## config.mk

```make
export PLATFORM = sky130hd
export DESIGN_NAME = spq_ctrl
export DESIGN_NICKNAME = d
export VERILOG_FILES = /design/src/hdl/sorted_priority_queue_top_defines.svh /design/src/hdl/spq_pkg.sv /design/src/hdl/spq_ctrl.sv
export SDC_FILE = /design/constraint.sdc
export NUM_CORES = 1
export LEC_CHECK = 0
export CAP_MARGIN = 20
export CORE_AREA = 2 2 39 41
export DETAILED_ROUTE_END_ITERATION = 8
export DIE_AREA = 0 0 41 43
export DONT_BUFFER_PORTS = 1
export HOLD_SLACK_MARGIN = 0.05
export SKIP_LAST_GASP = 1
export SYNTH_ARGS = -nofsm -noshare
export SYNTH_HDL_FRONTEND = slang
export SYNTH_SLANG_ARGS = --single-unit
```

## constraint.sdc

```tcl
create_clock -name clk -period 1.1 [get_ports clk]
set_clock_uncertainty 0.05 [all_clocks]
set_input_delay 0.11 -clock clk [delete_from_list [all_inputs] [get_ports clk]]
set_output_delay 0.11 -clock clk [all_outputs]
set_load 0.01 [all_outputs]
```

## src/hdl/sorted_priority_queue_top_defines.svh

```systemverilog
// Assertion macros for the sorted priority queue top level.
// Standalone: expects clk and rst_n in the scope where a macro is used.
`ifndef SORTED_PRIORITY_QUEUE_TOP_DEFINES_SVH
`define SORTED_PRIORITY_QUEUE_TOP_DEFINES_SVH

// Same-cycle implication, checked outside reset.
`define SPQ_CHECK_NOW(lbl, ante, cons, msg) \
    lbl: assert property (@(posedge clk) disable iff (!rst_n) (ante) |-> (cons)) \
        else $error(msg);

// Next-cycle implication, checked outside reset.
`define SPQ_CHECK_NEXT(lbl, ante, cons, msg) \
    lbl: assert property (@(posedge clk) disable iff (!rst_n) (ante) |=> (cons)) \
        else $error(msg);

`endif

```

## src/hdl/spq_pkg.sv

```systemverilog
// Shared constants, codes and controller/datapath interface types
// for the sorted priority queue. No dependencies.
package spq_pkg;

    localparam int DEPTH   = 128;
    localparam int IDX_W   = $clog2(DEPTH);
    localparam int CNT_W   = $clog2(DEPTH + 1);
    localparam int CAP_W   = 8;
    localparam int CMP_W   = (CNT_W > CAP_W) ? CNT_W : CAP_W;
    localparam int VAL_W   = 32;
    localparam int PRI_W   = 16;
    localparam int FILL_W  = 8;
    localparam int ENTRY_W = VAL_W + PRI_W;

    localparam logic [CAP_W-1:0] CAP_RESET = 8'd128;

    typedef enum logic [1:0] {
        CMD_INSERT      = 2'd0,
        CMD_POP_HIGH    = 2'd1,
        CMD_POP_EXACT   = 2'd2,
        CMD_POP_ATLEAST = 2'd3
    } spq_cmd_t;

    typedef enum logic [1:0] {
        ST_OK      = 2'd0,
        ST_FULL    = 2'd1,
        ST_EMPTY   = 2'd2,
        ST_NOMATCH = 2'd3
    } spq_status_t;

    typedef struct packed {
        logic signed [VAL_W-1:0] value;
        logic [PRI_W-1:0]        prio;
    } spq_entry_t;

    typedef enum logic [2:0] {
        S_IDLE,
        S_START,
        S_INS_CMP,
        S_INS_PUT,
        S_SCAN,
        S_DONE
    } spq_state_t;

    // Controller to datapath commands
    typedef struct packed {
        logic load_item;
        logic start;
        logic ins_step;
        logic ins_put;
        logic scan_step;
        logic out_load;
    } spq_ctrl_t;

    // Datapath to controller status
    typedef struct packed {
        logic is_insert;
        logic full;
        logic empty;
        logic ins_shift;
        logic ins_last;
        logic scan_last;
    } spq_stat_t;

endpackage

```

## src/hdl/spq_ctrl.sv

```systemverilog
// Controller: sequences insert shifts and pop scans, owns both handshakes.
// Depends on spq_pkg.
module spq_ctrl (
    input  logic               clk,
    input  logic               rst_n,
    input  logic               in_valid,
    output logic               in_ready,
    output logic               out_valid,
    input  logic               out_ready,
    output spq_pkg::spq_ctrl_t ctrl,
    input  spq_pkg::spq_stat_t stat
);
    import spq_pkg::*;

    spq_state_t state_reg, state_next;
    logic       out_valid_reg, out_valid_next;

    always_ff @(posedge clk or negedge rst_n)
    begin
        if (!rst_n)
        begin
            state_reg     <= S_IDLE;
            out_valid_reg <= 1'b0;
        end
        else
        begin
            state_reg     <= state_next;
            out_valid_reg <= out_valid_next;
        end
    end

    always_comb
    begin
        state_next = state_reg;
        ctrl       = '0;
        in_ready   = 1'b0;
        case (state_reg)
            S_IDLE:
            begin
                in_ready = 1'b1;
                if (in_valid)
                begin
                    ctrl.load_item = 1'b1;
                    state_next     = S_START;
                end
            end
            S_START:
            begin
                ctrl.start = 1'b1;
                if (stat.is_insert)
                begin
                    if (stat.full)
                    begin
                        state_next = S_DONE;
                    end
                    else if (stat.empty)
                    begin
                        state_next = S_INS_PUT;
                    end
                    else
                    begin
                        state_next = S_INS_CMP;
                    end
                end
                else
                begin
                    state_next = stat.empty ? S_DONE : S_SCAN;
                end
            end
            S_INS_CMP:
            begin
                ctrl.ins_step = 1'b1;
                if (!stat.ins_shift)
                begin
                    state_next = S_DONE;
                end
                else if (stat.ins_last)
                begin
                    state_next = S_INS_PUT;
                end
            end
            S_INS_PUT:
            begin
                ctrl.ins_put = 1'b1;
                state_next   = S_DONE;
            end
            S_SCAN:
            begin
                ctrl.scan_step = 1'b1;
                if (stat.scan_last)
                begin
                    state_next = S_DONE;
                end
            end
            S_DONE:
            begin
                // hold until the output register is free
                if (!out_valid_reg || out_ready)
                begin
                    ctrl.out_load = 1'b1;
                    state_next    = S_IDLE;
                end
            end
            default:
            begin
                state_next = S_IDLE;
            end
        endcase
    end

    always_comb
    begin
        out_valid_next = out_valid_reg;
        if (out_valid_reg && out_ready)
        begin
            out_valid_next = 1'b0;
        end
        if (ctrl.out_load)
        begin
            out_valid_next = 1'b1;
        end
    end

    assign out_valid = out_valid_reg;

endmodule

```

==> impl_results.md, run 1 <==
* Status: finished, violations left
* Failing checks: setup timing
* Die height at between 40 and 50 um
* Mapped cell area at ~330 sq um
* Sequential area share after synthesis at 0.3042
* Peak Freq at 739.8 MHz
* Clk pwr share at 0.105
* Gr usage total at 0.1600
* Main combinational cell family by area after synthesis: simple AND/OR/NAND/NOR gates
* Unrepaired setup endpoints after global routing: true
* Largest net degree at the start of global routing at 9
* Gate power share at 0.716
* Yosys warning total at 0
* Worst setup path class: reg -> out
* Rel. slew slack at 0.8578
* Total grt overflow at 0
* NumNets Final at slightly below 80
* PD cells at ~2600 nW/um^2
* Gp weighted congestion at 0.7798
* Slowest CP cell: dfrtp_2
* Worst Hold Class: in -> reg
* Max cap viols at 0
* Max clock buf depth at 2
* Internal at 1.045 mW
* Share of cells above drive strength 1 at 0.6212
* Worst VDD drop at between 0.001 and 0.0015 V
* CTS buffer count at 3
* Data required, critical path at approximately 0.94 ns
* Initial antenna violation count at 0
* Clock-pin transition on the worst setup and hold timing paths at 0.04 ns
* CP startpoint kind: flop
* Seq cells post-synth at 4
* DR vias at roughly 400
* Hold Fails Final Rpt at 0
* Synth Area in Compound Gates at 0.2357
* Clock tree root buffer cell: clkbuf_4
* Fill count at 121
* I/O pin count at 18
* Fin worst setup slack at -0.2518 ns
* Antenna Nets Post-Route at 0
* P_sw at approximately 0.73 mW
* Sw Ratio at 0.4105
* Final period utilization at 1.229
* Chip Width at between 40 and 50 um
* DRC at 0
* CTS H-tree lvls at 1
* Worst path max stage delay at approximately 0.44 ns
* First-pass GRT wire length at ~1.8 mm
* DRT Wirelength at 1.119 mm
* Die area at roughly 1800 sq um
* Seq pwr share at 0.179
* Vias in the first global route at ~410
* Fraction of the mapped netlist area in adder cells at 0
* Final setup viols at 9
* Area grow syn2layout at 103.8%
* IO buf count at 0
* CTS tree: yes
* Max-slew violation count at 0
* Clock period minus final worst setup slack at approximately 1.4 ns
* Wire per inst at about 14 um
* HPWL Detailed at slightly below 700 um
* Drt first pass iters at 3
* Inserted Diodes at 0
* Crit. End Element: output port
* Post-synthesis mux area share at 0
* Worst-path fanout max at 5
* Largest register FFs at 3
* Pre-CTS setup slack at -0.1727 ns
* Post-DR vias/cell at 4.829
* XOR/XNOR Fraction of Synth Area at 0
* Core Util, Final at 0.4846
* Syn_area_per_cell at about 8 sq um
* Clk sink count at 4
* Worst-path cell chain: buf_6, nor3_4, and2_4
* Starting Density at 0.2378
* Static leakage at between 0.2 and 0.3 nW
* Worst-skew pair later-pin latency at approximately 0.24 ns
* Core Region at approximately 1400 sq um
* Row cnt at 14
* Synth Area in Simple Gates at 0.3460
* Synthesized Nets at slightly above 50
* Worst path arrival time at roughly 1.2 ns
* Tightest Pin Transition at 0.2126 ns
* DRT iter0 DRCs at 3
* Syn Inst Count at 41
* Yosys cell types at 24
## logic make-up (layout without fill, tap and decap cells)
family          after synthesis  after routing
flops                         4              4
simple gates                 20             20
compound gates               11             11
buf+inv                       6             31
## cell type report
type | count | area, sq um | share of cell area
clock buffer | 3 | 22.52 | 0.03358
sequential | 4 | 102.6 | 0.1530
inverter | 2 | 7.507 | 0.01119
timing repair buffer | 26 | 231.5 | 0.3451
tap | 16 | 20.02 | 0.02985
multi-input combinational | 31 | 286.5 | 0.4272
## final timing paths
check / startpoint / end / slack [ns] / cells past startpoint
worst max register to register: state_reg[1]$_DFFE_PN0P_ / state_reg[0]$_DFFE_PN0P_ / -0.21 / 5
max in group asynchronous: rst_n / state_reg[0]$_DFFE_PN0P_ / 0.70 / 1
worst min-delay path: stat[2] / state_reg[2]$_DFFE_PN0P_ / 0.06 / 3
worst max-delay path: state_reg[0]$_DFFE_PN0P_ / ctrl[5] / -0.25 / 3
worst min register to register: out_valid$_DFFE_PN0P_ / out_valid$_DFFE_PN0P_ / 0.54 / 2
min in group asynchronous: rst_n / state_reg[1]$_DFFE_PN0P_ / 0.10 / 1
## cell usage in the layout, fill, tap and decap left out, types with 2 or more instances in the layout
cell / n
nand2_1: 2
buf_4: 15
inv_1: 2
dlygate4sd3_1: 4
clkbuf_4: 3
nor2_4: 3
dfrtp_2: 2
buf_6: 7
o21ai_1: 3
nor2_1: 3
dfrtp_1: 2
## worst max-delay path, delay by kind of cell, from the launching register on
kind	cells	cell delay [ns]
flops	1	0.44
simple gates	2	0.37
buf+inv	1	0.14
## metal layers
layer	wire length, um	vias to the layer above	GRT usage
met1	446	186	0.1812
met2	617	10	0.2375
met4	0	0	0.06667
met3	54	0	0.08901
met5	0	-	0
li1	-	200	-
## through the flow
| step | area, sq um | power, mW | hold WS (ns) | cells | TNS, ns |
|---|---|---|---|---|---|
| global route | 670.6 | 1.906 | 0.08248 | 82 | -2.310 |
| detailed placement | 442.9 | 1.060 | -0.2355 | 68 | -0.3155 |
| global placement | 442.9 | 1.045 | -0.2354 | 68 | -0.2798 |
| CTS | 638.1 | 1.685 | 0.05519 | 81 | -1.741 |
| floorplan | 344.1 | 0.7940 | -0.2356 | 41 | -0.1956 |
| finish | 670.6 | 1.773 | 0.05633 | 82 | -1.817 |
## cell usage after synthesis
library cell  count  area, sq um
nand3b_1          1        7.510
nor3_1            2        10.01
o22ai_1           1        6.260
nand2b_1          2        12.51
a211oi_1          1        7.510
a21oi_1           1        5.000
inv_1             2        7.510
buf_4             4        30.03
o21ai_1           1        5.000
dfrtp_1           4        100.1
a32oi_1           1        8.760
a221oi_1          1        8.760
nor4b_1           1        8.760
o21bai_1          1        7.510
nand3_1           2        10.01
and3b_1           1        8.760
o221a_1           1        11.26
and2_1            1        6.260
nor2_1            6        22.52
o21ai_0           2        10.01
nor3b_1           1        7.510
nand2_1           2        7.510
nor3b_2           1        12.51
a21o_1            1        7.510
## power by group through the flow
| stage | Sequential (mW) | Clock [mW] | Combinational [mW] |
|---|---|---|---|
| finish | 0.317 | 0.186 | 1.27 |
| detailed placement | 0.307 | 0 | 0.753 |
| global placement | 0.307 | 0 | 0.738 |
| CTS | 0.317 | 0.195 | 1.17 |
| global route | 0.331 | 0.214 | 1.36 |
| floorplan | 0.268 | 0 | 0.526 |
## repair_timing
action                                  CTS  global route
buffers inserted                          7             2
hold endpoints to repair                  6             0
hold buffers                              4             0
endpoints found under the setup margin    9            11
pin swaps                                 6             7
gates resized for setup                  21             8
(Power assumes the default switching activity.)
==> run 2: changes to the inputs <==
--- a/config.mk
+++ b/config.mk
@@ -5,6 +5,7 @@
 export SDC_FILE = /design/constraint.sdc
 export NUM_CORES = 1
 export LEC_CHECK = 0
+export ABC_AREA = 1
 export CAP_MARGIN = 20
 export CORE_AREA = 2 2 39 41
 export DETAILED_ROUTE_END_ITERATION = 8
@@ -12,6 +13,7 @@
 export DONT_BUFFER_PORTS = 1
 export HOLD_SLACK_MARGIN = 0.05
 export SKIP_LAST_GASP = 1
+export SLEW_MARGIN = 0
 export SYNTH_ARGS = -nofsm -noshare
 export SYNTH_HDL_FRONTEND = slang
 export SYNTH_SLANG_ARGS = --single-unit
==> run 2 against run 1 <==
- the run still ends with setup timing left
- register-to-register slack improved by 0.14 ns
- design area shrank 28%
- sequential share of layout area rose by 6.1 points
- die area stayed put
- via count down 12%
- non-clock buffer count shrank 17
- fmax increased by 12%
- clock-buffer cell count stayed put
- area after synthesis decreased by 4.9%
- hold slack better by 0.030 ns
- clock power down 4%
- first-iteration DRC count is 33% lower
- largest power group unchanged
==> impl_results.md, run 2 <==
* CTS H-tree lvls at 1
* CTS tree: yes
* Crit path buf inv count at 0
* Fraction of registers with async set or reset after synthesis at 1.000
* Post-DR vias/cell at approximately 4.2
* Vias in the first global route at roughly 360
* Seq cells post-synth at 4
* Setup TNS at -0.7043 ns
* Syn Inst Count at between 50 and 60
* Unrepaired setup endpoints after global routing: true
* Most common library cell in the layout ignoring fill and taps: nand2_1
* Met2 global-route usage at 0.1781
* Largest register FFs at 3
* HPWL Detailed at roughly 560 um
* CTS buffer count at 3
* DRC at 0
* Fill count at roughly 160
* Gr usage total at 0.1057
* Syn_area_per_cell at ~5.6 sq um
* Max-slew violation count at 0
* Max clock buf depth at 2
* Row cnt at 14
* DRT Wirelength at a little under 800 um
* Max cap viols at 0
* Largest net degree at the start of global routing at 7
* Clk sink count at 4
* Crit. End Element: output port
* Area grow syn2layout at 55.20%
* Die area at 1763 sq um
* Drt first pass iters at 4
* Core Region at 1384 sq um
* IO buf count at 0
* Worst Hold Class: in -> reg
* Final setup viols at 9
* Starting Density at 0.2260
* Inserted Diodes at 0
* Core Util, Final at 0.3508
* Final period utilization at 1.097
* Reg2Reg Setup Slack at -0.07 ns
* Static leakage at roughly 0.26 nW
* Clock tree root buffer cell: clkbuf_4
* Peak Freq at between 800 and 900 MHz
* Worst setup path class: reg -> out
* Worst path arrival time at around 1.1 ns
* Worst path max stage delay at between 0.4 and 0.5 ns
* Synthesized Nets at between 60 and 70
* Top delay family on crit path: flip-flops
* PD cells at roughly 2600 nW/um^2
* Initial antenna violation count at 0
* NumNets Final at between 70 and 80
* Top post-synthesis cells by area: dfrtp_1 32%, nand2_1 19%, inv_1 16%
* Status: finished, violations left
* Total grt overflow at 0
* CP startpoint kind: flop
* Rel. slew slack at 0.8232
* DRT iter0 DRCs at 2
* Hold WS at roughly 0.087 ns
* Gp weighted congestion at approximately 0.7
* Post-synth top area cell: dfrtp_1
* Antenna Nets Post-Route at 0
* Yosys cell types at 10
* DR vias at 350
* Top Usage Layer GRT: met2
* Met3 Use GR at 0.02094
* Yosys top cell area share at 0.3200
* Data required, critical path at about 0.94 ns
* Worst path most repeated cell: nor2_4
* Clock-pin transition on the worst setup and hold timing paths at about 0.030 ns
* Commonest cells in the netlist: 16 x nand2_1, 13 x inv_1, 13 x nor2_1, 5 x nand3_1, 4 x dfrtp_1
* Worst-skew pair later-pin latency at about 0.23 ns
* Post-synth EDFFs at 0
* Chip Width at between 40 and 50 um
* Most frequent cells in the layout: 13 x nand2_1, 9 x inv_1, 6 x nor2_1
* Clock period minus final worst setup slack at roughly 1.2 ns
* Main flop type after synthesis: dfrtp_1
* Worst VDD drop at between 0.001 and 0.0015 V
* Mapped cell area at about 310 sq um
* Tightest Pin Transition at ~0.26 ns
* Sequential area share after synthesis at 0.3200
* Failing checks: setup timing
* I/O pin count at 18
* Wire per inst at between 9 and 10 um
* Overall Power at around 1.3 mW
* Share of cells above drive strength 1 at 0.3881
* Worst-path fanout max at 5
* Worst-path cell chain: nor2_4, nand2_2, nor2_4
* Fin worst setup slack at -0.1062 ns
* Slowest CP cell: dfrtp_2
* Most common cell in the netlist: nand2_1
* Hold Fails Final Rpt at 0
* First-pass GRT wire length at 1.242 mm
* Die height at 43 um
* M1 GR Usage at 0.1039
* Yosys warning total at 0
## run 2: cell count changes in the layout (fill, tap and decap cells not counted), moves of 3 or more
cell / previous run / this run
buf_4: 15 / 3
nand2_1: 2 / 13
inv_1: 2 / 9
buf_6: 7 / 1
inv_2: 0 / 4
nor2_2: 0 / 4
nand2_2: 0 / 3
nand3_1: 1 / 4
nor2_1: 3 / 6
o21ai_1: 3 / 0
## run 2: power breakdown
group          switching (mW)  internal, mW  leakage [nW]
clock network          0.0563         0.122        0.0138
registers               0.112         0.221        0.0465
logic                   0.434         0.313         0.196
## run 2: cell type report
class | instances | area [sq um] | area share
multi-input combinational | 38 | 206.4 | 0.4253
timing repair buffer | 9 | 83.83 | 0.1727
inverter | 13 | 48.80 | 0.1005
clock buffer | 3 | 22.52 | 0.04639
sequential | 4 | 103.9 | 0.2139
tap | 16 | 20.02 | 0.04124
## run 2: per-stage QoR
step | cell area (sq um) | instances | setup slack (ns)
final | 485.5 | 83 | -0.1062
after global routing | 485.5 | 83 | -0.1711
after CTS | 456.7 | 83 | -0.1200
after detailed placement | 340.3 | 73 | -0.05941
after global placement | 340.3 | 73 | -0.04375
after floorplan | 312.8 | 56 | 0.05726
## run 2: repair_timing
item                       in CTS  in global routing
hold endpoints to repair        6                  0
setup endpoints to repair       9                  9
resized for setup              13                 10
hold buffers                    5                  0
cloned                          0                  0
pin swaps                       3                  6
buffers inserted                2                  0
## run 2: worst paths after layout
check / startpoint / depth (start not counted) / to
max: state_reg[0]$_DFFE_PN0P_ / 3 / ctrl[5]
min: stat[4] / 4 / state_reg[0]$_DFFE_PN0P_
max reg2reg: state_reg[0]$_DFFE_PN0P_ / 7 / state_reg[0]$_DFFE_PN0P_
min reg2reg: out_valid$_DFFE_PN0P_ / 2 / out_valid$_DFFE_PN0P_
max in group asynchronous: rst_n / 1 / state_reg[1]$_DFFE_PN0P_
min in group asynchronous: rst_n / 1 / out_valid$_DFFE_PN0P_
## run 2: cells by family (layout without fill, tap and decap cells)
group                  Yosys count  in the layout  share of synthesized area
AO/OA/AOI/OAI                    3              3                    0.05198
AND/OR/NAND/NOR                 35             35                     0.4480
buffers and inverters           14             25                     0.1800
flip-flops                       4              4                     0.3200
## run 2: routing by layer
| layer | part of all wire | up-vias |
|---|---|---|
| met5 | 0 | - |
| met4 | 0 | 0 |
| met2 | 0.58 | 8 |
| met1 | 0.36 | 153 |
| li1 | - | 189 |
| met3 | 0.061 | 0 |
## run 2: tightest hold or removal path, cell delays in order
cell	delay, ns
nand2_1	0.05
a21oi_1	0.06
nand2_1	0.06
nand2_1	0.05
==> run 3: changes to the inputs <==
--- a/config.mk
+++ b/config.mk
@@ -6,11 +6,11 @@
 export NUM_CORES = 1
 export LEC_CHECK = 0
 export ABC_AREA = 1
+export BUFFER_PORTS_ARGS = -buffer_cell sky130_fd_sc_hd__buf_2
 export CAP_MARGIN = 20
 export CORE_AREA = 2 2 39 41
 export DETAILED_ROUTE_END_ITERATION = 8
 export DIE_AREA = 0 0 41 43
-export DONT_BUFFER_PORTS = 1
 export HOLD_SLACK_MARGIN = 0.05
 export SKIP_LAST_GASP = 1
 export SLEW_MARGIN = 0
==> run 3 against run 2 <==
- the flow still finishes with violations (setup timing)
- highest routed layer unchanged
- power decreased by 4.8%
- via count rose by 13%
- fmax down 5.3%
- critical path depth is 2 higher
- final cell count grew 16%
==> impl_results.md, run 3 (same netlist as run 2, synthesis figures left out) <==
* Worst-path cell chain: nand2_1, nor2_2, inv_1, nor2_1, buf_2
* IO buf count at 17
* Row cnt at 14
* RR Endpoint: state_reg[0]$_DFFE_PN0P_
* Worst setup path class: reg -> out
* Slowest CP cell: dfrtp_2
* Chip Width at approximately 41 um
* Initial antenna violation count at 0
* Crit path buf inv count at 2
* HP Start: stat[5]
* Area grow syn2layout at 58.00%
* Reg2reg start: state_reg[1]$_DFFE_PN0P_
* DRT Wirelength at around 790 um
* Reg2reg path depth at 7
* Clk sink count at 4
* Most common library cell in the layout ignoring fill and taps: buf_2
* Largest net degree at the start of global routing at 7
* Min-Delay Path Depth at 3
* Worst Hold Class: in -> reg
* NumNets Final at between 90 and 100
* HPWL Detailed at between 500 and 600 um
* Inserted Diodes at 0
* PD cells at about 2400 nW/um^2
* Static leakage at between 0.3 and 0.4 nW
* Hold WS at around 0.13 ns
* Status: finished, violations left
* Worst-skew pair later-pin latency at around 0.23 ns
* Gr usage total at 0.1171
* Post-DR vias/cell at slightly above 4
* Top delay family on crit path: flip-flops
* Rel. slew slack at 0.8976
* Final setup viols at 9
* CTS buffer count at 3
* Clock-pin transition on the worst setup and hold timing paths at around 0.04 ns
* CTS tree: yes
* Max cap viols at 0
* DRC at 0
* Worst VDD drop at between 0.001 and 0.0015 V
* DRT iter0 DRCs at 8
* Setup TNS at -1.123 ns
* Vias in the first global route at 401
* Tightest Pin Transition at about 0.15 ns
* Wire per inst at 8.198 um
* Placed cell area at about 430 sq um
* Largest register FFs at 3
* Clock period minus final worst setup slack at between 1 and 1.5 ns
* First-pass GRT wire length at 1.414 mm
* Max clock buf depth at 2
* Data required, critical path at 0.94 ns
* Antenna Nets Post-Route at 0
* Reg2Reg Setup Slack at -0.10 ns
* CTS H-tree lvls at 1
* Max-slew violation count at 0
* Share of cells above drive strength 1 at 0.3875
* Core Util, Final at 0.3571
* Total grt overflow at 0
* Final Cell Area at about 490 sq um
* Core Region at 1384 sq um
* Worst-path fanout max at 5
* Peak Freq at 785.4 MHz
* Drt first pass iters at 4
* Failing checks: setup timing
* I/O pin count at 18
* Unrepaired setup endpoints after global routing: true
* Crit. End Element: output port
* Die height at 43 um
* Worst path max stage delay at between 0.4 and 0.5 ns
* Hold EP: state_reg[1]$_DFFE_PN0P_
* DR vias at 397
* Die area at around 1800 sq um
* CP startpoint kind: flop
* Final period utilization at 1.158
* Most frequent cells in the layout: 17 x buf_2, 15 x nand2_1, 13 x inv_1
* Fin worst setup slack at -0.1733 ns
* Clock tree root buffer cell: clkbuf_4
* Worst path arrival time at 1.11 ns
* Gp weighted congestion at around 0.77
* Starting Density at 0.2260
* Hold Fails Final Rpt at 0
[run 3: per-layer routing]
layer	wire length (um)	track usage	vias up
met5	0	0	-
met2	418	0.1875	8
li1	-	-	212
met1	330	0.1242	177
met4	0	0.06000	0
met3	39	0.04712	0
[run 3: worst max-delay path by stage]
stage                                  start                       end  slack, ns  depth (start not counted)
floorplan           state_reg[1]$_DFFE_PN0P_  state_reg[0]$_DFFE_PN0P_       0.06                          6
global placement    state_reg[0]$_DFFE_PN0P_  state_reg[0]$_DFFE_PN0P_      -0.05                          6
global route        state_reg[0]$_DFFE_PN0P_                   ctrl[0]      -0.29                          5
finish              state_reg[0]$_DFFE_PN0P_                   ctrl[0]      -0.17                          5
CTS                 state_reg[0]$_DFFE_PN0P_                   ctrl[3]      -0.20                          4
detailed placement  state_reg[0]$_DFFE_PN0P_  state_reg[0]$_DFFE_PN0P_      -0.04                          6
[run 3: final cells by class]
class / count / area, sq um
fill: 160 / 889.6
inverter: 13 / 48.80
multi-input combinational: 38 / 171.4
tap: 16 / 20.02
clock buffer: 3 / 22.52
timing repair buffer: 22 / 127.6
sequential: 4 / 103.9
[run 3: stage by stage]
step / total power [mW] / instances / setup WS [ns]
after floorplan: 0.7069 / 56 / 0.05726
after global placement: 0.9136 / 90 / -0.05242
after detailed placement: 0.9143 / 90 / -0.04437
after CTS: 1.183 / 96 / -0.1951
after global routing: 1.357 / 96 / -0.2866
final: 1.198 / 96 / -0.1733
[run 3: tightest hold or removal path: cells and delay by family]
kind                   cells  cell delay, ns
AO/OA/AOI/OAI              1            0.07
buffers and inverters      1            0.10
AND/OR/NAND/NOR            1            0.08
[run 3: where the power goes]
part           internal [mW]  total (mW)  switching, mW  leakage (nW)
registers              0.221       0.314         0.0935        0.0465
clock network          0.122       0.185         0.0623        0.0138
logic                  0.305       0.699          0.394         0.257
total                  0.648        1.20          0.550         0.317
[run 3: repair_timing]
| item | 4_1_cts | 5_1_grt |
|---|---|---|
| buffers inserted | 1 | 0 |
| resized for setup | 4 | 4 |
| setup endpoints to repair | 9 | 9 |
| hold buffers | 2 | 0 |
| pin swaps | 0 | 1 |
| endpoints found under the hold margin | 5 | 0 |
